--- src/rtl/sltk_pkg.sv ---
// Shared types and constants for the sound level peak tracker.
package sltk_pkg;

	// Register map, indexed by paddr[2]
	typedef enum logic {
		REG_GAIN       = 1'b0,
		REG_PEAK_DELAY = 1'b1
	} reg_idx_t;

	localparam int PADDR_W = 3;
	localparam logic [15:0] GAIN_RESET = 16'd256;
	localparam logic [15:0] DELAY_RESET = 16'd100;
	localparam logic [7:0] FLOOR_RESET = 8'd255;

	// Sample scaling: level = adc * gain >> 18
	localparam int ADC_W = 10;
	localparam int GAIN_W = 16;
	localparam int PROD_W = ADC_W + GAIN_W;
	localparam int LEVEL_SHIFT = 18;

	// Item handed from the window stage to the floor/peak stage
	typedef struct packed {
		logic        valid;
		logic [7:0]  mean;
		logic [31:0] now_ms;
	} mean_item_t;

endpackage

--- src/rtl/sltk_hist_ram.sv ---
// History ring memory: one write and one registered read port, entries read zero until written.
module sltk_hist_ram import sltk_pkg::*; #(
	parameter int DEPTH = 8,
	parameter int AW = 3
) (
	input  logic          clk,
	input  logic          arst_n,
	input  logic          wr_en,
	input  logic [AW-1:0] wr_addr,
	input  logic [7:0]    wr_data,
	input  logic          rd_en,
	input  logic [AW-1:0] rd_addr,
	output logic [7:0]    rd_data
);

	logic [7:0]       mem [DEPTH];
	logic [7:0]       rd_q;
	logic             rd_valid_q;
	logic [DEPTH-1:0] vld_q;
	logic             same_addr;

	// write-to-read bypass when both hit one entry in the same cycle
	assign same_addr = wr_en && (wr_addr == rd_addr);

	// storage and read register
	always_ff @(posedge clk) begin
		if (wr_en)
			mem[wr_addr] <= wr_data;
		if (rd_en) begin
			if (same_addr)
				rd_q <= wr_data;
			else
				rd_q <= mem[rd_addr];
		end
	end

	// per-entry written flags
	always_ff @(posedge clk or negedge arst_n) begin
		if (!arst_n) begin
			vld_q      <= '0;
			rd_valid_q <= 1'b0;
		end else begin
			if (wr_en)
				vld_q[wr_addr] <= 1'b1;
			if (rd_en)
				rd_valid_q <= same_addr || vld_q[rd_addr];
		end
	end

	assign rd_data = rd_valid_q ? rd_q : 8'd0;

endmodule

--- src/rtl/sltk_window.sv ---
// Sample scaling, history ring update, running sum and window mean.
module sltk_window import sltk_pkg::*; #(
	parameter int HIST_DEPTH = 8
) (
	input  logic              clk,
	input  logic              arst_n,
	input  logic              in_valid,
	output logic              in_stall,
	input  logic [ADC_W-1:0]  adc_sample,
	input  logic [31:0]       now_ms,
	input  logic [GAIN_W-1:0] gain,
	input  logic              ready,
	output mean_item_t        item
);

	localparam int AW = (HIST_DEPTH > 1) ? $clog2(HIST_DEPTH) : 1;
	localparam int SUM_MAX = 255 * HIST_DEPTH;
	localparam int SUM_W = $clog2(SUM_MAX + 1);
	localparam int DIV_L = (HIST_DEPTH > 1) ? $clog2(HIST_DEPTH) : 0;
	localparam int DIV_S = SUM_W + DIV_L;
	localparam int MUL_W = SUM_W + 2;
	localparam int QP_W = SUM_W + MUL_W;
	localparam longint unsigned DivM = ((64'd1 << DIV_S) + HIST_DEPTH - 1) / HIST_DEPTH;
	localparam logic [MUL_W-1:0] DIV_M = MUL_W'(DivM);
	localparam logic [AW-1:0] LAST_POS = AW'(HIST_DEPTH - 1);

	logic [AW-1:0]       pos_q;
	logic                in_fire;
	logic                en_s1, en_s2, en_s3;
	logic                valid_s1, valid_s2, valid_s3;
	logic [PROD_W-1:0]   prod_s1;
	logic [31:0]         now_s1, now_s2, now_s3;
	logic [AW-1:0]       addr_s1;
	logic [7:0]          old_lvl;
	logic [7:0]          new_lvl;
	logic [SUM_W-1:0]    sum_q;
	logic [SUM_W-1:0]    sum_s2;
	logic [QP_W-1:0]     quot_prod;
	logic [7:0]          mean_s3;
	logic                adv_s1;

	// stage enables: a stage moves when the one after it is empty or moving
	assign en_s3    = !valid_s3 || ready;
	assign en_s2    = !valid_s2 || en_s3;
	assign en_s1    = !valid_s1 || en_s2;
	assign in_stall = !en_s1;
	assign in_fire  = in_valid && en_s1;
	assign adv_s1   = valid_s1 && en_s2;

	// 10x16 product fits in 26 bits, so the shifted level never exceeds 255
	assign new_lvl = prod_s1[LEVEL_SHIFT +: 8];

	sltk_hist_ram #(
		.DEPTH(HIST_DEPTH),
		.AW   (AW)
	) u_ram (
		.clk    (clk),
		.arst_n (arst_n),
		.wr_en  (adv_s1),
		.wr_addr(addr_s1),
		.wr_data(new_lvl),
		.rd_en  (in_fire),
		.rd_addr(pos_q),
		.rd_data(old_lvl)
	);

	// mean by reciprocal multiply, exact for every sum below 2^SUM_W
	assign quot_prod = QP_W'(sum_s2) * QP_W'(DIV_M);

	// control: ring pointer, running sum, stage valids
	always_ff @(posedge clk or negedge arst_n) begin
		if (!arst_n) begin
			pos_q    <= '0;
			sum_q    <= '0;
			valid_s1 <= 1'b0;
			valid_s2 <= 1'b0;
			valid_s3 <= 1'b0;
		end else begin
			if (in_fire)
				pos_q <= (pos_q == LAST_POS) ? '0 : pos_q + 1'b1;
			if (adv_s1)
				sum_q <= sum_q - SUM_W'(old_lvl) + SUM_W'(new_lvl);
			if (en_s1)
				valid_s1 <= in_valid;
			if (en_s2)
				valid_s2 <= valid_s1;
			if (en_s3)
				valid_s3 <= valid_s2;
		end
	end

	// payload stages
	always_ff @(posedge clk) begin
		if (in_fire) begin
			prod_s1 <= PROD_W'(adc_sample) * PROD_W'(gain);
			now_s1  <= now_ms;
			addr_s1 <= pos_q;
		end
		if (adv_s1) begin
			sum_s2 <= sum_q;
			now_s2 <= now_s1;
		end
		if (valid_s2 && en_s3) begin
			mean_s3 <= 8'(quot_prod >> DIV_S);
			now_s3  <= now_s2;
		end
	end

	assign item.valid  = valid_s3;
	assign item.mean   = mean_s3;
	assign item.now_ms = now_s3;

`ifndef SYNTH
	a_sum_bound: assert property (@(posedge clk) disable iff (!arst_n)
		sum_q <= SUM_W'(SUM_MAX))
		else $error("history sum above window maximum");
	a_pos_wrap: assert property (@(posedge clk) disable iff (!arst_n)
		pos_q <= LAST_POS)
		else $error("ring pointer beyond history depth");
`endif

endmodule

--- src/rtl/sltk_peak.sv ---
// Noise floor tracking, peak capture with hold and decay, output register.
module sltk_peak import sltk_pkg::*; (
	input  logic              clk,
	input  logic              arst_n,
	input  mean_item_t        item,
	output logic              ready,
	input  logic [15:0]       peak_delay_ms,
	output logic              out_valid,
	input  logic              out_stall,
	output logic signed [8:0] level,
	output logic [7:0]        peak,
	output logic [7:0]        noise_floor
);

	logic              take;
	logic [7:0]        floor_q, floor_n;
	logic [7:0]        held_q, held_cap, held_n;
	logic [31:0]       stamp_q, stamp_n;
	logic signed [9:0] lvl_n;
	logic              capture;
	logic [31:0]       elapsed;
	logic              out_valid_q;
	logic signed [8:0] level_q;
	logic [7:0]        peak_q, floor_out_q;

	assign ready = !out_valid_q || !out_stall;
	assign take  = item.valid && ready;

	// floor steps down while above the mean; level is mean minus floor
	always_comb begin
		floor_n  = (floor_q > item.mean) ? floor_q - 8'd1 : floor_q;
		lvl_n    = $signed({2'b00, item.mean}) - $signed({2'b00, floor_n});
		capture  = lvl_n > $signed({2'b00, held_q});
		held_cap = capture ? lvl_n[7:0] : held_q;
		stamp_n  = capture ? item.now_ms : stamp_q;
		elapsed  = item.now_ms - stamp_n;
		held_n   = held_cap;
		if (held_cap != 8'd0 && elapsed >= {16'd0, peak_delay_ms})
			held_n = held_cap - 8'd1;
	end

	// tracker state and output valid
	always_ff @(posedge clk or negedge arst_n) begin
		if (!arst_n) begin
			floor_q     <= FLOOR_RESET;
			held_q      <= '0;
			stamp_q     <= '0;
			out_valid_q <= 1'b0;
		end else begin
			if (take) begin
				floor_q <= floor_n;
				held_q  <= held_n;
				stamp_q <= stamp_n;
			end
			if (ready)
				out_valid_q <= item.valid;
		end
	end

	// result payload
	always_ff @(posedge clk) begin
		if (take) begin
			level_q     <= lvl_n[8:0];
			peak_q      <= held_n;
			floor_out_q <= floor_n;
		end
	end

	assign out_valid   = out_valid_q;
	assign level       = level_q;
	assign peak        = peak_q;
	assign noise_floor = floor_out_q;

`ifndef SYNTH
	a_floor_down: assert property (@(posedge clk) disable iff (!arst_n)
		floor_q <= $past(floor_q))
		else $error("noise floor rose");
	a_peak_vs_level: assert property (@(posedge clk) disable iff (!arst_n)
		out_valid_q && !level_q[8] |-> ({1'b0, peak_q} + 9'd1) >= level_q[8:0])
		else $error("peak more than one below a positive level");
`endif

endmodule

--- src/rtl/sound_level_peak_tracker_top.sv ---
// Top level of the sound level peak tracker: register port and the two pipeline parts.
// One item per clock cycle while out_stall is low; a sample passes the scaling, sum, mean
// and output registers. The rate is set by the history ring memory and running sum:
// each cycle one history entry is read (registered) and one entry is written back while the
// sum updates by old-out/new-in. The mean then goes through a reciprocal multiply stage
// and the floor and peak update in the final stage, which also holds the output register.
// No clearing pass is needed after reset: unwritten history entries read as zero.
module sound_level_peak_tracker_top import sltk_pkg::*; #(
	parameter int WINDOW = 9
) (
	input  logic               clk,
	input  logic               arst_n,
	input  logic               psel,
	input  logic               penable,
	input  logic               pwrite,
	input  logic [PADDR_W-1:0] paddr,
	input  logic [31:0]        pwdata,
	output logic [31:0]        prdata,
	output logic               pready,
	input  logic               in_valid,
	output logic               in_stall,
	input  logic [ADC_W-1:0]   adc_sample,
	input  logic [31:0]        now_ms,
	output logic               out_valid,
	input  logic               out_stall,
	output logic signed [8:0]  level,
	output logic [7:0]         peak,
	output logic [7:0]         noise_floor
);

	localparam int HIST_DEPTH = WINDOW - 1;

	logic [GAIN_W-1:0] gain_q;
	logic [15:0]       delay_q;
	reg_idx_t          reg_idx;
	logic              wr_fire;
	mean_item_t        item;
	logic              ready;

	assign pready  = 1'b1;
	assign reg_idx = reg_idx_t'(paddr[2]);
	assign wr_fire = psel && penable && pwrite && pready;

	// configuration registers
	always_ff @(posedge clk or negedge arst_n) begin
		if (!arst_n) begin
			gain_q  <= GAIN_RESET;
			delay_q <= DELAY_RESET;
		end else if (wr_fire) begin
			unique case (reg_idx)
				REG_GAIN:       gain_q  <= pwdata[15:0];
				REG_PEAK_DELAY: delay_q <= pwdata[15:0];
				default:        ;
			endcase
		end
	end

	// read back
	always_comb begin
		unique case (reg_idx)
			REG_GAIN:       prdata = {16'd0, gain_q};
			REG_PEAK_DELAY: prdata = {16'd0, delay_q};
			default:        prdata = '0;
		endcase
	end

	sltk_window #(
		.HIST_DEPTH(HIST_DEPTH)
	) u_window (
		.clk       (clk),
		.arst_n    (arst_n),
		.in_valid  (in_valid),
		.in_stall  (in_stall),
		.adc_sample(adc_sample),
		.now_ms    (now_ms),
		.gain      (gain_q),
		.ready     (ready),
		.item      (item)
	);

	sltk_peak u_peak (
		.clk          (clk),
		.arst_n       (arst_n),
		.item         (item),
		.ready        (ready),
		.peak_delay_ms(delay_q),
		.out_valid    (out_valid),
		.out_stall    (out_stall),
		.level        (level),
		.peak         (peak),
		.noise_floor  (noise_floor)
	);

`ifndef SYNTH
	a_stall_full: assert property (@(posedge clk) disable iff (!arst_n)
		in_stall |-> out_valid && out_stall)
		else $error("input stalled while output side can move");
`endif

endmodule
--- config.mk ---
export PLATFORM = sky130hd
export DESIGN_NAME = sound_level_peak_tracker_top
export DESIGN_NICKNAME = d
export VERILOG_FILES = /design/src/rtl/sltk_pkg.sv /design/src/rtl/sltk_hist_ram.sv /design/src/rtl/sltk_window.sv /design/src/rtl/sltk_peak.sv /design/src/rtl/sound_level_peak_tracker_top.sv
export SDC_FILE = /design/constraint.sdc
export NUM_CORES = 1
export LEC_CHECK = 0
export BUFFER_PORTS_ARGS = -buffer_cell sky130_fd_sc_hd__buf_2
export CAP_MARGIN = 10
export CORE_UTILIZATION = 56
export CTS_CLUSTER_DIAMETER = 40
export CTS_CLUSTER_SIZE = 30
export DETAILED_ROUTE_END_ITERATION = 6
export PLACE_DENSITY = 0.78
export SLEW_MARGIN = 20
export SYNTH_ARGS = -nofsm -noshare
export SYNTH_HDL_FRONTEND = slang
export SYNTH_SLANG_ARGS = --single-unit
--- constraint.sdc ---
create_clock -name clk -period 9.6 [get_ports clk]
set_input_delay 1.92 -clock clk [delete_from_list [all_inputs] [get_ports clk]]
set_output_delay 1.92 -clock clk [all_outputs]
set_load 0.01 [all_outputs]
==> results of run 1 <==
-- per-stage QoR --
step / setup TNS [ns] / setup WS, ns / hold slack (ns) / cell area, um^2 / instances
detailed placement: -4.395 / -0.3830 / 0.4045 / 22570 / 2421
global route: -1.857 / -0.1961 / 0.4203 / 24560 / 2510
floorplan: 0 / 0.1022 / 0.4003 / 21070 / 1829
global placement: -0.03091 / -0.03091 / 0.4006 / 22570 / 2421
finish: 0 / 0.1559 / 0.4181 / 24560 / 2510
CTS: 0 / 0.02049 / 0.4173 / 24060 / 2497
-- area by class of cell --
cell class / instances / area [um^2] / area share
Inverter: 186 / 698.2 / 0.02843
Tap cell: 468 / 585.6 / 0.02384
Multi-Input combinational cell: 1236 / 11170 / 0.4549
Sequential cell: 327 / 9299 / 0.3786
Clock buffer: 46 / 1065 / 0.04335
Clock inverter: 27 / 332.8 / 0.01355
Timing Repair Buffer: 220 / 1408 / 0.05731
-- timing repair --
| item | 4_1_cts | 5_1_grt |
|---|---|---|
| resized for setup | 18 | 79 |
| buffers inserted | 3 | 14 |
| pin swaps | 14 | 44 |
| endpoints found under the setup margin | 16 | 16 |
-- layer usage --
metal | vias to the layer above | GRT usage
li1 | 6679 | -
met1 | 7205 | 0.3240
met2 | 485 | 0.4536
met3 | 115 | 0.03885
met4 | 0 | 0.08681
met5 | - | 0
-- cell usage in the layout (no fill, tap or decap), drive strengths merged, types with 46 or more instances in the layout --
master,n
ha,142
a21oi,73
and2,82
dfrtp,95
nand2,190
clkbuf,46
edfxtp,220
buf,220
nor2,58
fa,119
mux2,76
o21ai,71
inv,196
-- flip-flops by register name (all words and copies together), names as in the netlist, 8 cells and up --
name,cells
u_window.sum_s2,8
u_peak.stamp_q,32
u_window.u_ram.vld_q,8
u_window.sum_q,11
u_window.now_s2,32
u_peak.floor_q,8
u_window.now_s1,32
u_peak.noise_floor,8
gain_q,16
u_peak.level,9
u_window.prod_s1,8
u_window.mean_s3,8
u_window.u_ram.rd_q,8
u_peak.peak,8
delay_q,16
u_window.u_ram.mem,64
u_peak.held_q,8
u_window.now_s3,32
-- cell families after synthesis --
group / synth area share
XOR/XNOR: 0.02752
other: 0.0003576
AO/OA/AOI/OAI: 0.08460
buffers and inverters: 0.05058
multiplexers: 0.08055
adder cells (fa/ha/maj): 0.2004
flip-flops: 0.4428
AND/OR/NAND/NOR: 0.1132
-- critical path, delay by kind of cell (launching register included) --
family | cells | cell delay (ns)
simple gates | 13 | 2.33
buf+inv | 6 | 0.76
flops | 1 | 0.35
fa+ha+maj | 5 | 1.41
compound gates | 19 | 3.38
mux | 2 | 0.44
xor+xnor | 3 | 0.48
-- worst max-delay path by stage --
stage	start	end	slack [ns]	depth (start not counted)
2_1_floorplan	u_peak.floor_q[0]$_DFFE_PN1P_	u_peak.held_q[5]$_DFFE_PN0P_	0.10	48
3_3_place_gp	u_peak.floor_q[0]$_DFFE_PN1P_	u_peak.held_q[5]$_DFFE_PN0P_	-0.03	48
3_5_place_dp	u_peak.floor_q[0]$_DFFE_PN1P_	u_peak.held_q[5]$_DFFE_PN0P_	-0.38	48
4_1_cts	u_peak.floor_q[1]$_DFFE_PN1P_	u_peak.held_q[5]$_DFFE_PN0P_	0.02	47
5_1_grt	u_window.mean_s3[1]$_DFFE_PP_	u_peak.peak[1]$_DFFE_PP_	-0.20	48
6_report	u_window.mean_s3[1]$_DFFE_PP_	u_peak.peak[1]$_DFFE_PP_	0.16	48
==> results.txt, run 1 <==
----------------------------------------------------
[Synthesis]
  Async set-reset flop share out of synthesis ... 0.3272
  Number of flip-flops and latches in the synthesized netlist ... 327
  Predominant post-synthesis flop cell ... edfxtp_1
  Post-synth EDFFs ... 220
  Warnings, synthesis ... 0
  Summed instance area of the synthesized netlist ... 21000 um^2
  Number of distinct standard cells referenced by the synthesized netlist ... 76
  Post-Syn Instances ... 1814
  Largest cells by area after synthesis ... edfxtp_1 (31%), fa_1 (11%), dfrtp_1 (11%)
  Mean instance size in the synthesized netlist ... 11.58 um^2
  Most used standard cells in the synthesized netlist ... edfxtp_1 (220), nand2_1 (190), inv_1 (185), ha_1 (142), fa_1 (119)
  Register area share after synthesis ... 0.4428
  Fraction of post-synthesis cell area in the top cell type by area ... 0.3146
  Cell type with the highest aggregate area in the netlist ... edfxtp_1
  Most common cell in the netlist ... edfxtp_1

[Routing]
  Total Wirelength ... 48.98 mm
  Topmost layer with routed signal wires ... met4
  Overall via count from detail_route ... 14484
  ANT nets after route ... 0
  Wire length on met2 ... 24.73 mm
  DRC violations left ... 0
  Met3 layer wire length in the routed design ... 2.938 mm
  Initial DRC Count ... 867
  Via density per instance ... 5.771
  Drt pass-1 iters ... 5
  Final routed wire length divided by cell count ... 19.52 um
  Post-Route M1 WL ... 19.81 mm

[Placement]
  Routability cong. ... 0.8898
  Total half-perimeter wirelength after legalization and detailed placement ... 33.79 mm
  Number of I/O port buffers ... 108

[Min path]
  Hold Crit Endpoint ... u_window.now_s2[2]$_DFFE_PP_
  Hold path start ... u_window.now_s1[2]$_DFFE_PP_
  Worst hold path type ... reg -> reg
  Cell depth of the worst hold path ... 0

[Job]
  Number of violations of the max-capacitance limit ... 0

[Clock network]
  H-tree levels ... 2
  TritonCTS Sinks ... 327
  CTS tree ... done
  Clock Path Buffers ... 3
  Register clock-pin slew on the reported worst setup and hold paths ... 0.06 ns
  Clk Tree Root Cell ... clkbuf_16
  Clock buffer count from CTS ... 40
  Post-CTS Hold Buffers ... 0
  Clock latency at the later pin of the worst-skew pair ... 0.57 ns

[Global route]
  Tot GR Track Use ... 0.2569
  Maximum number of pins on one net before global-route repair ... 57
  GRT Residual Overflow ... 0
  Antenna violations before repair ... 0
  Via count of the first global-routing pass ... 15010
  Global-route wire length before repair ... 76.73 mm

[Worst setup path]
  Capturing point of the worst reg2reg path ... u_peak.peak[1]$_DFFE_PP_
  Launching element type of the critical path ... flip-flop
  Critical-path top delay cell ... or3_4
  Capturing element type of the critical path ... flip-flop
  Setup slack on the worst flop-to-flop path ... 0.16 ns
  Source of the worst register-to-register timing path ... u_window.mean_s3[1]$_DFFE_PP_
  Path type of the worst setup path ... reg -> reg
  Worst reg2reg path depth ... 48
  CP peak stage delay ... 0.40 ns
  CP dominant cell by count ... a21o_1
  Arrival time of the worst setup path ... 9.73 ns
  Maximum fanout along the worst path ... 8
  Req. time, crit path ... 9.89 ns

[Timing]
  Transition time of the tightest slew-check pin ... 1.127 ns
  Pins over their slew limit ... 0
  Setup violation total in the final timing report ... 0
  Maximum clock frequency ... 105.9 MHz
  Number of hold violations in the final report ... 0
  Unrepaired setup endpoints after global routing ... true
  Clock Skews ... 0.01425 ns
  Period Utilization, post-route ... 0.9838
  Final worst path period need ... 9.444 ns
  Worst-case headroom to the max-slew limit ... 0.2467

[Floorplanning]
  Area enclosed by the die boundary ... 38280 um^2
  Overall die width ... 195.7 um
  Placeable core area ... 36790 um^2
  Rows ... 70
  IO Pins ... 144
  Starting utilization of the core area ... 0.5709
  Die Span Y ... 195.7 um

[Cells and area]
  Number of antenna cells inserted ... 0
  Fraction of layout instances using a drive strength above 1 ... 0.2409
  Final standard cell utilization of the core ... 0.6677
  Area growth, synth to finish ... 16.95%
  Net count of the finished layout ... 2356
  # fillers ... 2613

[Outcome]
  Status ... complete, no violations

----------------------------------------------------
Power of run 1 is not shown: default switching activity piles up to over one toggle a cycle in this logic, so the estimate is an artifact.
==> run 2: changes to the inputs <==
Settings changed: CELL_PAD_IN_SITES_DETAIL_PLACEMENT set to 2, CELL_PAD_IN_SITES_GLOBAL_PLACEMENT set to 2, CORE_UTILIZATION 56 to 38, PLACE_DENSITY 0.78 to 0.75.
==> results.txt, run 2 (same netlist as run 1, synthesis figures left out) <==
----------------------------------------------------
[Floorplanning]
  Rows ... 85
  Overall die width ... 237.1 um
  IO Pins ... 144
  Placeable core area ... 54240 um^2
  Starting utilization of the core area ... 0.3872
  Die Span Y ... 237.1 um
  Area enclosed by the die boundary ... 56210 um^2

[Clock network]
  CTS tree ... done
  H-tree levels ... 2
  Clock buffer count from CTS ... 57
  Post-CTS Hold Buffers ... 0
  Register clock-pin slew on the reported worst setup and hold paths ... 0.06 ns
  TritonCTS Sinks ... 327
  Clock latency at the later pin of the worst-skew pair ... 0.65 ns
  Clock Path Buffers ... 3
  Clk Tree Root Cell ... clkbuf_16

[Worst setup path]
  Cell type group with the largest total delay on the critical path ... simple AND/OR/NAND/NOR gates
  Path type of the worst setup path ... reg -> reg
  Launching element type of the critical path ... flip-flop
  Critical path buffers and inverters ... 7
  Arrival time of the worst setup path ... 10.58 ns
  Source of the worst register-to-register timing path ... u_window.mean_s3[7]$_DFFE_PP_
  Critical-path top delay cell ... edfxtp_1
  Req. time, crit path ... 10.11 ns
  CP startpoint ... u_window.mean_s3[7]$_DFFE_PP_
  CP peak stage delay ... 0.41 ns
  Capturing element type of the critical path ... flip-flop
  Maximum fanout along the worst path ... 8

[Placement]
  Setup slack after placement ... -0.9024 ns
  Cell area after placement ... 22950 um^2
  Dpl cells ... 2659
  Number of I/O port buffers ... 108
  Total half-perimeter wirelength after legalization and detailed placement ... 45.65 mm
  Routability cong. ... 0.8537

[Timing]
  Clock Skews ... 0.04133 ns
  Worst-case headroom to the max-slew limit ... 0.2909
  Final worst path period need ... 10.07 ns
  Maximum clock frequency ... 99.30 MHz
  Transition time of the tightest slew-check pin ... 1.058 ns
  Final-layout setup total negative slack ... -6.341 ns
  Setup violation total in the final timing report ... 16
  Period Utilization, post-route ... 1.049
  Pins over their slew limit ... 0
  Unrepaired setup endpoints after global routing ... true
  Worst setup slack after layout ... -0.4710 ns
  Number of hold violations in the final report ... 0

[Routing]
  Initial DRC Count ... 671
  ANT nets after route ... 0
  Overall via count from detail_route ... 15512
  DRC violations left ... 0
  Via density per instance ... 5.516
  Total Wirelength ... 74.27 mm
  Final routed wire length divided by cell count ... 26.41 um
  Drt pass-1 iters ... 7

[Cells and area]
  Area growth, synth to finish ... 24.75%
  Number of standard cells in the final layout excluding fillers ... 2812
  # fillers ... 5353
  Leading cell type in the layout, fill and taps excluded ... edfxtp_1
  Register with the most flip-flops ... u_window.u_ram.mem
  Number of antenna cells inserted ... 0
  Multi-input gate area in the final layout ... 11470 um^2
  Sequential cell area ... 9299 um^2
  Most used cells in the layout excluding fill and tap cells ... edfxtp_1 (220), nand2_1 (187), inv_1 (176)
  Fraction of layout instances using a drive strength above 1 ... 0.2845
  Net count of the finished layout ... 2412
  Final non-filler cell area ... 26200 um^2
  Number of flip-flops in the largest register ... 64

[Min path]
  Hold path start ... u_window.now_s1[26]$_DFFE_PP_
  Worst hold path type ... reg -> reg

[Global route]
  Via count of the first global-routing pass ... 18141
  Tot GR Track Use ... 0.2521
  GRT Residual Overflow ... 0
  Global-route wire length before repair ... 107.9 mm
  Antenna violations before repair ... 0
  Maximum number of pins on one net before global-route repair ... 70

[Outcome]
  Status ... complete, but fails checks
  Violated checks ... setup timing

[Job]
  Number of violations of the max-capacitance limit ... 0

----------------------------------------------------
[run 2: cell types whose count changed in the layout (fill, tap and decap cells not counted), sizes merged]
cell	delta
clkinvlp	+7
bufinv	+9
clkinv	+9
buf	+39
inv	-3
clkbuf	+13
[run 2: path summary, 6_finish.rpt]
kind                       depth (start not counted)                       endpoint  slack (ns)
setup / recovery                                  45   u_peak.held_q[3]$_DFFE_PN0P_       -0.47
max in group asynchronous                          2        delay_q[11]$_DFFE_PN0P_        7.10
min in group asynchronous                          1  u_window.sum_q[4]$_DFFE_PN0P_        1.29
hold / removal                                     0  u_window.now_s2[26]$_DFFE_PP_        0.41
setup reg to reg                                  45   u_peak.held_q[3]$_DFFE_PN0P_       -0.47
hold reg to reg                                    0  u_window.now_s2[26]$_DFFE_PP_        0.41
[run 2: layout make-up]
| cell class | count | share of cell area |
|---|---|---|
| Multi-Input combinational cell | 1236 | 0.4377 |
| Sequential cell | 327 | 0.3549 |
| Timing Repair Buffer | 259 | 0.06581 |
| Clock buffer | 59 | 0.05511 |
| Tap cell | 696 | 0.03324 |
| Inverter | 186 | 0.02665 |
| Clock inverter | 49 | 0.02651 |
[run 2: worst reg2reg max path: cells and delay by family (launching register included)]
family          cells  cell delay, ns
flops               1            0.41
simple gates       14            2.98
buf+inv             7            1.08
mux                 2            0.62
xor+xnor            4            1.02
fa+ha+maj           5            1.47
compound gates     13            2.40
[run 2: through the flow]
stage | hold WS, ns | util
2_1_floorplan | 0.4003 | -
6_report | 0.4130 | 0.4830
4_1_cts | 0.4145 | 0.4734
5_1_grt | 0.4246 | 0.4830
3_5_place_dp | 0.4057 | 0.4232
3_3_place_gp | 0.4034 | 0.4232
[run 2: per-layer routing]
metal | vias to the layer above | share of wire | wire [um] | GRT usage
met2 | 392 | 0.54 | 39830 | 0.4718
met4 | 0 | 0.046 | 3429 | 0.09853
met5 | - | 0 | 0 | 0
met3 | 205 | 0.031 | 2280 | 0.03113
met1 | 8118 | 0.39 | 28730 | 0.2906
li1 | 6797 | - | - | -
[run 2: what timing repair did]
| action | CTS | global route |
|---|---|---|
| buffers inserted | 29 | 16 |
| setup endpoints to repair | 16 | 16 |
| pin swaps | 42 | 46 |
| resized for setup | 68 | 72 |
Power of run 2 is left out for the same reason.
